--- config.mk ---
export PLATFORM = sky130hd
export DESIGN_NAME = go_to_goal_controller
export DESIGN_NICKNAME = d
export VERILOG_FILES = /design/src/gtg_pkg.sv /design/src/gtg_front.sv /design/src/gtg_queue.sv /design/src/gtg_back.sv /design/src/go_to_goal_controller.sv
export SDC_FILE = /design/constraint.sdc
export NUM_CORES = 2
export LEC_CHECK = 0
export BUFFER_PORTS_ARGS = -buffer_cell sky130_fd_sc_hd__buf_2
export CORE_MARGIN = 1.5
export CORE_UTILIZATION = 55
export CTS_CLUSTER_SIZE = 10
export DETAILED_ROUTE_END_ITERATION = 10
export GPL_TIMING_DRIVEN = 0
export PLACE_DENSITY = 0.71
export SETUP_SLACK_MARGIN = 0.15
export SYNTH_ARGS = -nofsm -noshare
export SYNTH_HDL_FRONTEND = slang
export SYNTH_SLANG_ARGS = --single-unit
export TNS_END_PERCENT = 30
--- constraint.sdc ---
create_clock -name clk -period 11.7 [get_ports clk]
set_clock_uncertainty 0.1 [all_clocks]
set_input_delay 3.51 -clock clk [delete_from_list [all_inputs] [get_ports clk]]
set_output_delay 3.51 -clock clk [all_outputs]
set_load 0.02 [all_outputs]
--- src/gtg_pkg.sv ---
// Shared types, constants and the arctangent table of the go-to-goal controller.
package gtg_pkg;

  localparam int CORDIC_STEPS = 16;
  localparam int IT_W = 5;
  localparam int CX_W = 24;
  localparam int CZ_W = 28;

  localparam logic signed [CZ_W-1:0] ANG_PI = 28'sd52707179;
  localparam logic [15:0] INV_GAIN = 16'd39797;
  localparam logic [17:0] LIN_MAX = 18'h3FFFF;

  localparam logic [1:0] REG_LIN_GAIN = 2'd0;
  localparam logic [1:0] REG_ANG_GAIN = 2'd1;
  localparam logic [1:0] REG_TOL = 2'd2;

  typedef struct packed {
    logic               is_goal;
    logic signed [16:0] dx;
    logic signed [16:0] dy;
    logic signed [14:0] hdg;
  } job_t;

  typedef struct packed {
    logic [15:0] lin_gain;
    logic [15:0] ang_gain;
    logic [15:0] tol;
  } cfg_t;

  typedef struct packed {
    logic busy;
    logic armed;
  } back_status_t;

  function automatic logic signed [CZ_W-1:0] atan_lut(input logic [IT_W-1:0] i);
    logic signed [CZ_W-1:0] v;
    unique case (i)
      5'd0: v = 28'sd13176795;
      5'd1: v = 28'sd7778716;
      5'd2: v = 28'sd4110060;
      5'd3: v = 28'sd2086331;
      5'd4: v = 28'sd1047214;
      5'd5: v = 28'sd524117;
      5'd6: v = 28'sd262123;
      5'd7: v = 28'sd131069;
      5'd8: v = 28'sd65536;
      5'd9: v = 28'sd32768;
      5'd10: v = 28'sd16384;
      5'd11: v = 28'sd8192;
      5'd12: v = 28'sd4096;
      5'd13: v = 28'sd2048;
      5'd14: v = 28'sd1024;
      5'd15: v = 28'sd512;
      5'd16: v = 28'sd256;
      5'd17: v = 28'sd128;
      5'd18: v = 28'sd64;
      5'd19: v = 28'sd32;
      5'd20: v = 28'sd16;
      5'd21: v = 28'sd8;
      5'd22: v = 28'sd4;
      5'd23: v = 28'sd2;
      default: v = '0;
    endcase
    return v;
  endfunction

endpackage

--- src/gtg_front.sv ---
// Front end: accepts input items, keeps pose and target, forms goal-offset jobs.
module gtg_front import gtg_pkg::*; (
  input  logic        clk,
  input  logic        rst,
  input  logic        s_tvalid,
  output logic        s_tready,
  input  logic [47:0] s_tdata,
  input  logic        s_tuser,
  output logic        job_valid,
  input  logic        job_ready,
  output job_t        job
);

  logic signed [15:0] last_x, last_y, target_x, target_y;
  logic signed [14:0] last_heading;
  logic signed [15:0] in_x, in_y;
  logic signed [14:0] in_h;
  logic               take;

  assign in_x = s_tdata[15:0];
  assign in_y = s_tdata[31:16];
  assign in_h = s_tdata[46:32];
  assign s_tready = job_ready;
  assign job_valid = s_tvalid;
  assign take = s_tvalid && job_ready;

  always_comb begin
    job.is_goal = s_tuser;
    if (s_tuser) begin
      job.dx  = 17'(in_x) - 17'(last_x);
      job.dy  = 17'(in_y) - 17'(last_y);
      job.hdg = last_heading;
    end else begin
      job.dx  = 17'(target_x) - 17'(in_x);
      job.dy  = 17'(target_y) - 17'(in_y);
      job.hdg = in_h;
    end
  end

  always_ff @(posedge clk) begin
    if (rst) begin
      last_x <= '0;
      last_y <= '0;
      last_heading <= '0;
      target_x <= '0;
      target_y <= '0;
    end else if (take) begin
      if (s_tuser) begin
        target_x <= in_x;
        target_y <= in_y;
      end else begin
        last_x <= in_x;
        last_y <= in_y;
        last_heading <= in_h;
      end
    end
  end

endmodule

--- src/gtg_queue.sv ---
// Two-entry job queue between front and back.
module gtg_queue import gtg_pkg::*; (
  input  logic clk,
  input  logic rst,
  input  logic wr_valid,
  output logic wr_ready,
  input  job_t wr_job,
  output logic rd_valid,
  input  logic rd_ready,
  output job_t rd_job
);

  job_t       mem [2];
  logic       wr_ptr, rd_ptr;
  logic [1:0] count;
  logic       push, pop;

  assign wr_ready = (count != 2'd2);
  assign rd_valid = (count != 2'd0);
  assign rd_job = mem[rd_ptr];
  assign push = wr_valid && wr_ready;
  assign pop = rd_valid && rd_ready;

  always_ff @(posedge clk) begin
    if (push) mem[wr_ptr] <= wr_job;
  end

  always_ff @(posedge clk) begin
    if (rst) begin
      wr_ptr <= 1'b0;
      rd_ptr <= 1'b0;
      count <= '0;
    end else begin
      if (push) wr_ptr <= ~wr_ptr;
      if (pop) rd_ptr <= ~rd_ptr;
      count <= count + 2'(push) - 2'(pop);
    end
  end

endmodule

--- src/gtg_back.sv ---
// Back end: CORDIC vectoring, gain multiplies, arrival check and output register.
module gtg_back import gtg_pkg::*; (
  input  logic         clk,
  input  logic         rst,
  input  cfg_t         cfg,
  input  logic         job_valid,
  output logic         job_ready,
  input  job_t         job,
  output logic         m_tvalid,
  input  logic         m_tready,
  output logic [39:0]  m_tdata,
  output logic         m_tuser,
  output back_status_t status
);

  localparam logic [2:0] ST_IDLE = 3'd0;
  localparam logic [2:0] ST_RUN = 3'd1;
  localparam logic [2:0] ST_MUL1 = 3'd2;
  localparam logic [2:0] ST_MUL2 = 3'd3;
  localparam logic [2:0] ST_FIN = 3'd4;

  logic [2:0]             state;
  logic                   armed;
  logic [IT_W-1:0]        it;
  logic signed [CX_W-1:0] cx, cy;
  logic signed [CZ_W-1:0] cz;
  logic                   zero_vec, is_goal;
  logic signed [14:0]     hdg;
  logic [39:0]            prod_d;
  logic signed [16:0]     bear;
  logic [17:0]            dist_q;
  logic [33:0]            prod_l;
  logic signed [34:0]     prod_t;
  logic signed [CX_W-1:0] x0, y0, xs, ys;
  logic [40:0]            dist_full;
  logic signed [CZ_W-1:0] bear_full;
  logic signed [17:0]     err;
  logic [34:0]            lin_full;
  logic signed [35:0]     turn_full;
  logic [17:0]            lin_sat;
  logic signed [18:0]     turn_sat;
  logic                   slot_free;

  assign job_ready = (state == ST_IDLE);
  assign status.busy = (state != ST_IDLE);
  assign status.armed = armed;
  assign slot_free = !m_tvalid || m_tready;

  assign x0 = CX_W'(job.dx) <<< 4;
  assign y0 = CX_W'(job.dy) <<< 4;
  assign xs = cx >>> it;
  assign ys = cy >>> it;
  assign dist_full = {1'b0, prod_d} + 41'(20'h80000);
  assign bear_full = (cz + CZ_W'(2048)) >>> 12;
  assign err = 18'(bear) - 18'(hdg);
  assign lin_full = {1'b0, prod_l} + 35'd2048;
  assign turn_full = (36'(prod_t) + 36'sd2048) >>> 12;

  always_comb begin
    if (lin_full[34:12] > 23'(LIN_MAX)) lin_sat = LIN_MAX;
    else lin_sat = lin_full[29:12];
    if (turn_full > 36'sd262143) turn_sat = 19'sd262143;
    else if (turn_full < -36'sd262144) turn_sat = -19'sd262144;
    else turn_sat = turn_full[18:0];
  end

  always_ff @(posedge clk) begin
    unique case (state)
      ST_IDLE: begin
        it <= '0;
        is_goal <= job.is_goal;
        hdg <= job.hdg;
        zero_vec <= (job.dx == 17'sd0) && (job.dy == 17'sd0);
        if (job.dx < 0) begin
          cx <= -x0;
          cy <= -y0;
          cz <= (job.dy >= 0) ? ANG_PI : -ANG_PI;
        end else begin
          cx <= x0;
          cy <= y0;
          cz <= '0;
        end
      end
      ST_RUN: begin
        it <= it + 1'b1;
        if (cy >= 0) begin
          cx <= cx + ys;
          cy <= cy - xs;
          cz <= cz + atan_lut(it);
        end else begin
          cx <= cx - ys;
          cy <= cy + xs;
          cz <= cz - atan_lut(it);
        end
      end
      ST_MUL1: begin
        prod_d <= zero_vec ? '0 : 40'(unsigned'(cx)) * 40'(INV_GAIN);
        bear <= zero_vec ? '0 : bear_full[16:0];
      end
      ST_MUL2: begin
        dist_q <= dist_full[37:20];
        prod_l <= 34'(cfg.lin_gain) * 34'(dist_full[37:20]);
        prod_t <= 35'(signed'({1'b0, cfg.ang_gain})) * 35'(err);
      end
      ST_FIN: ;
      default: ;
    endcase
  end

  always_ff @(posedge clk) begin
    if (state == ST_FIN && slot_free) begin
      if (!is_goal && dist_q <= 18'(cfg.tol)) begin
        m_tdata <= '0;
        m_tuser <= 1'b1;
      end else begin
        m_tdata <= {3'b0, turn_sat, lin_sat};
        m_tuser <= 1'b0;
      end
    end
  end

  always_ff @(posedge clk) begin
    if (rst) begin
      state <= ST_IDLE;
      armed <= 1'b0;
      m_tvalid <= 1'b0;
    end else begin
      if (m_tready) m_tvalid <= 1'b0;
      unique case (state)
        ST_IDLE: begin
          if (job_valid && (job.is_goal || armed)) state <= ST_RUN;
        end
        ST_RUN: begin
          if (it == IT_W'(CORDIC_STEPS - 1)) state <= ST_MUL1;
        end
        ST_MUL1: state <= ST_MUL2;
        ST_MUL2: state <= ST_FIN;
        ST_FIN: begin
          if (slot_free) begin
            m_tvalid <= 1'b1;
            armed <= is_goal || (dist_q > 18'(cfg.tol));
            state <= ST_IDLE;
          end
        end
        default: state <= ST_IDLE;
      endcase
    end
  end

endmodule

--- src/go_to_goal_controller.sv ---
// Top level of the go-to-goal proportional controller.
// Steers a unicycle robot toward a goal point.
// Input stream s_*: s_tuser = 1 carries a new goal, 0 a pose sample.
//   A goal arms the controller and yields a command from the last pose.
//   A pose while armed yields a command, or one stop (m_tuser = 1) once the
//   distance is within arrive_tolerance, which disarms. A pose while idle
//   only updates the stored pose.
// Output stream m_*: linear speed and turn rate, saturated, zeros on stop.
// Config port: cfg_we/cfg_index/cfg_data; index 0 linear gain, 1 angular
//   gain, 2 arrive tolerance; other indexes are ignored.
// Path from input transfer to output valid: the queue register, the CORDIC
//   registers loaded in the idle state, the iterative CORDIC at one step per
//   cycle, the MUL1 and MUL2 multiply states and the FIN state that loads the
//   output register. One item is worked on at a time, so the back takes no new
//   job before it has finished the last; a two-entry queue lets the front take
//   items while the back runs.
// Reset (synchronous rst) restores default gains, clears pose, target and
//   armed state, and empties the queue and output register.
// While m_tready is low the result holds in the output register; the back
//   waits, the queue fills, then s_tready drops.
module go_to_goal_controller import gtg_pkg::*; (
  input  logic        clk,
  input  logic        rst,
  input  logic        s_tvalid,
  output logic        s_tready,
  input  logic [47:0] s_tdata,   // pos_x[15:0], pos_y[31:16], heading[46:32]
  input  logic        s_tuser,   // opcode
  output logic        m_tvalid,
  input  logic        m_tready,
  output logic [39:0] m_tdata,   // linear_speed[17:0], turn_rate[36:18]
  output logic        m_tuser,   // stopped
  input  logic        cfg_we,
  input  logic [1:0]  cfg_index,
  input  logic [15:0] cfg_data
);

  cfg_t         cfg;
  job_t         f_job, q_job;
  logic         f_valid, f_ready, q_valid, q_ready;
  back_status_t bk_st;

  always_ff @(posedge clk) begin
    if (rst) begin
      cfg.lin_gain <= 16'd4096;
      cfg.ang_gain <= 16'd16384;
      cfg.tol <= 16'd3;
    end else if (cfg_we) begin
      unique case (cfg_index)
        REG_LIN_GAIN: cfg.lin_gain <= cfg_data;
        REG_ANG_GAIN: cfg.ang_gain <= cfg_data;
        REG_TOL: cfg.tol <= cfg_data;
        default: ;
      endcase
    end
  end

  gtg_front u_front (
    .clk, .rst, .s_tvalid, .s_tready, .s_tdata, .s_tuser,
    .job_valid(f_valid), .job_ready(f_ready), .job(f_job)
  );

  gtg_queue u_queue (
    .clk, .rst,
    .wr_valid(f_valid), .wr_ready(f_ready), .wr_job(f_job),
    .rd_valid(q_valid), .rd_ready(q_ready), .rd_job(q_job)
  );

  gtg_back u_back (
    .clk, .rst, .cfg,
    .job_valid(q_valid), .job_ready(q_ready), .job(q_job),
    .m_tvalid, .m_tready, .m_tdata, .m_tuser, .status(bk_st)
  );

  // a stop command carries zero speed and turn rate
  assert property (@(posedge clk) disable iff (rst) (m_tvalid && m_tuser) |-> (m_tdata == '0))
    else $error("stop with nonzero command");

  // a pending stop means the controller is disarmed
  assert property (@(posedge clk) disable iff (rst) (m_tvalid && m_tuser) |-> !bk_st.armed)
    else $error("armed while stop pending");

  // the back only takes a job from the queue while idle
  assert property (@(posedge clk) disable iff (rst) (q_valid && q_ready) |-> !bk_st.busy)
    else $error("job popped while busy");

endmodule
# == Word level (Yosys, flattened, before mapping) ==
# Memories as Yosys holds them, arrays and structs flattened. A register that Yosys moved wholly into a read port is not among the register bits.
# Index checks and enable logic that the tools add are counted.
# W data, S select, Z words.
# totals
memories,3
romBits,1536
wordCells,138
ramBits,100
register_bits,416
# classes
muxes,33
order_cmp,8
reduce_logical,25
eq_ne,11
shifts,2
n_addsub,20
mul,3
bitwise_logic,3
# mem_list
memory,depth,word_bits,read_ports,rd_ports_with_merged_regs,wr,line_no,rtl
(name not given),32,24,1,1,0,gtg_pkg.sv:37,unique case (i)
(name not given),32,24,1,1,0,gtg_pkg.sv:37,
u_queue.mem,2,50,1,1,1,gtg_queue.sv:13,job_t mem [2];
# ops
operator,count
$mux W28,7
$mux W24,4
$pmux W24 S2,2
$sub A16 B16 Y17,4
$pmux W28 S2,1
$mux W49,1
$add A24 B24 Y24,2
$neg A21 Y24,2
$sshr A24 B5 Y24,2
$sub A24 B24 Y24,2
$add A38 B20 Y38 const B,1
$mul A24 B16 Y38 const B,1
$add A35 B13 Y36 const B,1
$mux W18,2
$add A34 B12 Y35 const B,1
$logic_not A17 Y1,2
$mul A16 B18 Y34,1
$mul A17 B17 Y34,1
$add A28 B13 Y28 const B,1
$add A28 B28 Y28,1
$sub A28 B28 Y28,1
$ge A24 B1 Y1 const B,1
$gt A24 B19 Y1 const B,1
$lt A24 B19 Y1 const B,1
33 further kinds,62

# == Logic depth before layout (Yosys ltp) ==
# logic_depth
ltp_word,6
mapped_depth,35
ltp_nobuf,34

# == Hierarchy ==
# Synthesis repeated with hierarchy kept, for this count alone.
# unflattened
cells_unflattened,5996
hier_area_um2,56640.6
# by_module_without_submodules
mod,seq_area_each_um2,cells_per_inst,area_each_um2,n_inst
gtg_back,7637.3,4738,44337.5,1
gtg_front,1581.5,890,6461.2,1
gtg_queue,3103.0,185,3880.0,1
go_to_goal_controller,960.9,183,1961.9,1

# == Least setup slack after synthesis ==
# Ideal clock, no wire load.
# synth_timing
path_kind,register to register
start,register u_back.hdg[0]
end,"register u_back.prod_t[26], data pin"
stages_incl_launch_ff,33
arrival_time_ns,7.580
synth_period_minus_slack_ns,7.941
slack_ns,3.759
path_buffers,1
required_ns,11.340
setup_time_ns,0.260
path_cell_list,edfxtp_1 > ha_1 > fa_1 > nor2b_1 > o21ai_0 > a21boi_0 > o21ai_0 > a21boi_0 > o2111ai_1 > a311oi_1 > o21ai_0 > a31oi_1 > clkbuf_1 > nand2_1 > fa_1 > fa_1 > inv_1 > fa_1 > fa_1 > fa_1 > inv_1 > fa_1 > inv_1 > ha_1 > a21o_1 > a21o_1 > a21oi_1 > o21ai_0 > a21oi_1 > a21boi_0 > o21ai_0 > mux2i_1 > nand2_1
# synth_via
elab_chain_len,2
# synth_lines
element,line_no,rtl
from (decl),gtg_back.sv:28,logic signed [14:0] hdg;
from (signal assigned),gtg_back.sv:72,hdg <= job.hdg;
$sub A16 B15 Y17,gtg_back.sv:55,assign err = 18'(bear) - 18'(hdg);
$mul A17 B17 Y34,gtg_back.sv:103,"prod_t <= 35'(signed'({1'b0, cfg.ang_gain})) * 35'(err);"
to (signal assigned),gtg_back.sv:103,
to (decl),gtg_back.sv:33,logic signed [34:0] prod_t;
# Every way passes these cells.
# A chain may end at the register's enable or synchronous reset.

# == Worst setup path in the final report ==
# layout_timing
start,register u_back.bear[0]
end,"register u_back.prod_t[25], data pin"
# layout_via
elab_chain_len,2
# layout_lines
element,line_no,rtl
from (decl),gtg_back.sv:30,logic signed [16:0] bear;
from (signal assigned),gtg_back.sv:98,bear <= zero_vec ? '0 : bear_full[16:0];
$sub A16 B15 Y17,gtg_back.sv:55,
$mul A17 B17 Y34,gtg_back.sv:103,
# Every way passes these cells.

==> flow_summary.ini <==
[outcome]
status = finished, final reports clean

[global_route]
grt_pass1_vias = 43610
antenna_found_initial = 3
grt_start_max_net_pins = 91
track_usage = 0.282
grt-ovfl-total = 0
grt_pass1_wl_mm = 231

[clock_tree]
cts_hold_buffers = 0
cts_tree = done
clkSinkCount = 496
clk_path_buf_depth = 3
postCtsSetupRepairBufs = 0
numCtsBuffers = 61
root_buffer = clkbuf_16
h-tree-depth = 2
worstSkewPairLatency_ns = 0.70
path_clk_slew_ns = 0.05
cts_resized = 0

[synthesis]
synthMuxAreaShare = 0.0427
avgSynthCellArea_um2 = 9.36
yosys_most_used_dff = edfxtp_1
syn_inst = 5949
synth_compound_area_frac = 0.0984
yosys_register_bits = 496
syn-cell-area_um2 = 55700
synth_edf_count = 335
yosys.area_share.adder = 0.343
synthXorXnorAreaFrac = 0.0518
synthSimpleGateAreaFrac = 0.146
yosysWarnings = 0
ys_seq_area_frac = 0.238
synth.distinct_cells = 93
async_flop_share = 0
synth_top_family_by_area = adder cells

[layout]
n_fill_cell = 8544
multi_input_area_um2 = 38000
seqCellArea_um2 = 13300
nNetsFinal = 7370
synthToLayoutAreaGrowth_pct = 7.85
drive_above_1_share = 0.0610

[detailed_routing]
wl_met2_mm = 68.0
top_layer = met5
vias = 42918
drc = 0
dr.pass1.iters = 6
drt_iter0_markers = 3322
viasPerCell = 5.69
route.met3.wl_mm = 9.44
met1_length_mm = 61.2
post_drt_wl_per_cell_um = 19.0
antenna_left = 0
drt-total-wl_mm = 143

[setup_path]
cpLargestDelayFamily = adder cells
cp-end-kind = flop
max_stage_delay_ns = 0.68
crit_slowest_cell = xnor2_1
crit_path_frequent_cell = fa_1
required_ns = 12.03
rrSetupSlack_ns = 2.21
cp_max_fo = 10
path_class = flop to flop
crit_arrival_ns = 9.81
cp-start-kind = flop
cp_num_buf_inv = 7

[sta]
slew_violations = 0
setup_tns_ns = 0
tightestPinTransition_ns = 1.24
finalSetupViolCount = 0
hold_viol_final = 0
max_freq_mhz = 105
rsz0062_at_grt = false
min_period_over_period = 0.811
relSlewSlack = 0.167
period_needed_ns = 9.49

[hold_path]
hold_path_class = flop to flop

[die]
die_h_um = 321
rows = 116
ioPinCount = 115
dieArea_um2 = 103000
core_area_um2 = 100000
start_util = 0.555
die_w_um = 321

[placed_design]
hpwl_mm = 115
portBuffers = 109
gp_congestion = 0.992

[job]
maxCapViolCount = 0
==> cells by family (layout without fill, tap and decap cells) <==
group	count (synthesis)	after routing
mux	167	167
compound gates	901	901
xor+xnor	328	328
buf+inv	1150	1381
fa+ha+maj	1168	1168
flops	496	496
simple gates	1738	1738
other cells	1	5
==> flip-flops by register name, summed over array words and instances, names as in the netlist, 2 cells and up, named ones only <==
signal                flops
u_queue.mem             100
cfg                      48
u_back.m_tdata           37
u_back.cz                28
u_back.cx                24
u_back.cy                24
u_back.prod_l            23
u_back.prod_t            23
u_back.prod_d            19
u_back.dist_q            18
u_back.bear              16
u_front.last_x           16
u_front.last_y           16
u_front.target_x         16
u_front.target_y         16
u_back.hdg               15
u_front.last_heading     15
u_back.it                 5
u_back.state              3
u_queue.count             2
==> worst reg2reg max path, delay by kind of cell, from the launching register on <==
kind,cells,cell delay (ns)
fa+ha+maj,9,3.97
buf+inv,7,0.82
compound gates,8,2.27
simple gates,7,0.93
flops,1,0.33
xor+xnor,2,0.80
==> synthesized netlist by cell type, types with 11 or more instances <==
master,n,area (um2)
a2111oi_0,13,114
a211oi_1,23,173
a21boi_0,17,128
a21o_1,55,413
a21oi_1,352,1760
a31oi_1,24,150
and2_1,198,1240
and3_1,49,307
buf_1,27,101
buf_2,20,100
clkbuf_1,172,646
dfxtp_1,161,3220
edfxtp_1,335,10100
fa_1,602,12100
ha_1,565,7070
inv_1,918,3450
mux2_2,54,608
mux2i_1,64,641
mux4_2,41,923
nand2_1,803,3010
nand2b_1,41,257
nand3_1,72,360
nand4_1,36,225
nor2_1,278,1040
nor2b_1,71,444
nor3_1,67,335
nor4_1,11,68.8
o211ai_1,17,128
o21a_1,35,263
o21ai_0,206,1030
o21bai_1,19,143
o31ai_1,36,270
or2_2,25,156
or3_1,35,219
xnor2_1,196,1720
xor2_1,131,1150
==> routing by layer <==
metal  global-route usage  vias to the layer above
met1                0.375                    21187
met3               0.0360                      256
met2                0.477                     1450
li1                     -                    20023
met4               0.0897                        2
met5                    0                        -
==> placed cells by master (no fill, tap or decap), types with 196 or more instances in the layout <==
cell      count
nand2_1     803
nor2_1      274
clkbuf_1    206
and2_1      198
inv_1       918
ha_1        565
fa_1        602
a21oi_1     352
xnor2_1     196
o21ai_0     206
edfxtp_1    335
==> cell type report <==
cell class / instances / area share
inverter: 920 / 0.0576
clock inverter: 14 / 0.00302
antenna: 2 / 0.0000833
tap: 1357 / 0.0283
buffer: 230 / 0.0161
sequential: 496 / 0.221
clock buffer: 100 / 0.0289
timing repair buffer: 117 / 0.0116
multi-input combinational: 4305 / 0.633
==> per-stage QoR <==
step | cell area, um2 | hold WS, ns | setup slack, ns | utilization | std cells
finish | 60100 | 0.350 | 2.21 | 0.599 | 7541
global route | 60100 | 0.366 | 1.70 | 0.599 | 7539
CTS | 60100 | 0.354 | 2.19 | 0.599 | 7539
detailed placement | 58200 | 0.346 | 2.24 | 0.580 | 7425
global placement | 58000 | 0.338 | 2.30 | 0.578 | 7417
floorplan | 55700 | 0.333 | 3.76 | - | 5951
==> final timing paths <==
path | from | to | cells after the start
hold reg to reg | u_front.last_heading[5] | u_front.last_heading[5] | 2
setup / recovery | u_back.bear[0] | u_back.prod_t[25] | 33
setup reg to reg | u_back.bear[0] | u_back.prod_t[25] | 33
hold / removal | u_front.last_heading[5] | u_front.last_heading[5] | 2
Power is not shown: default switching activity piles up to over one toggle a cycle in this logic, so the estimate is an artifact.
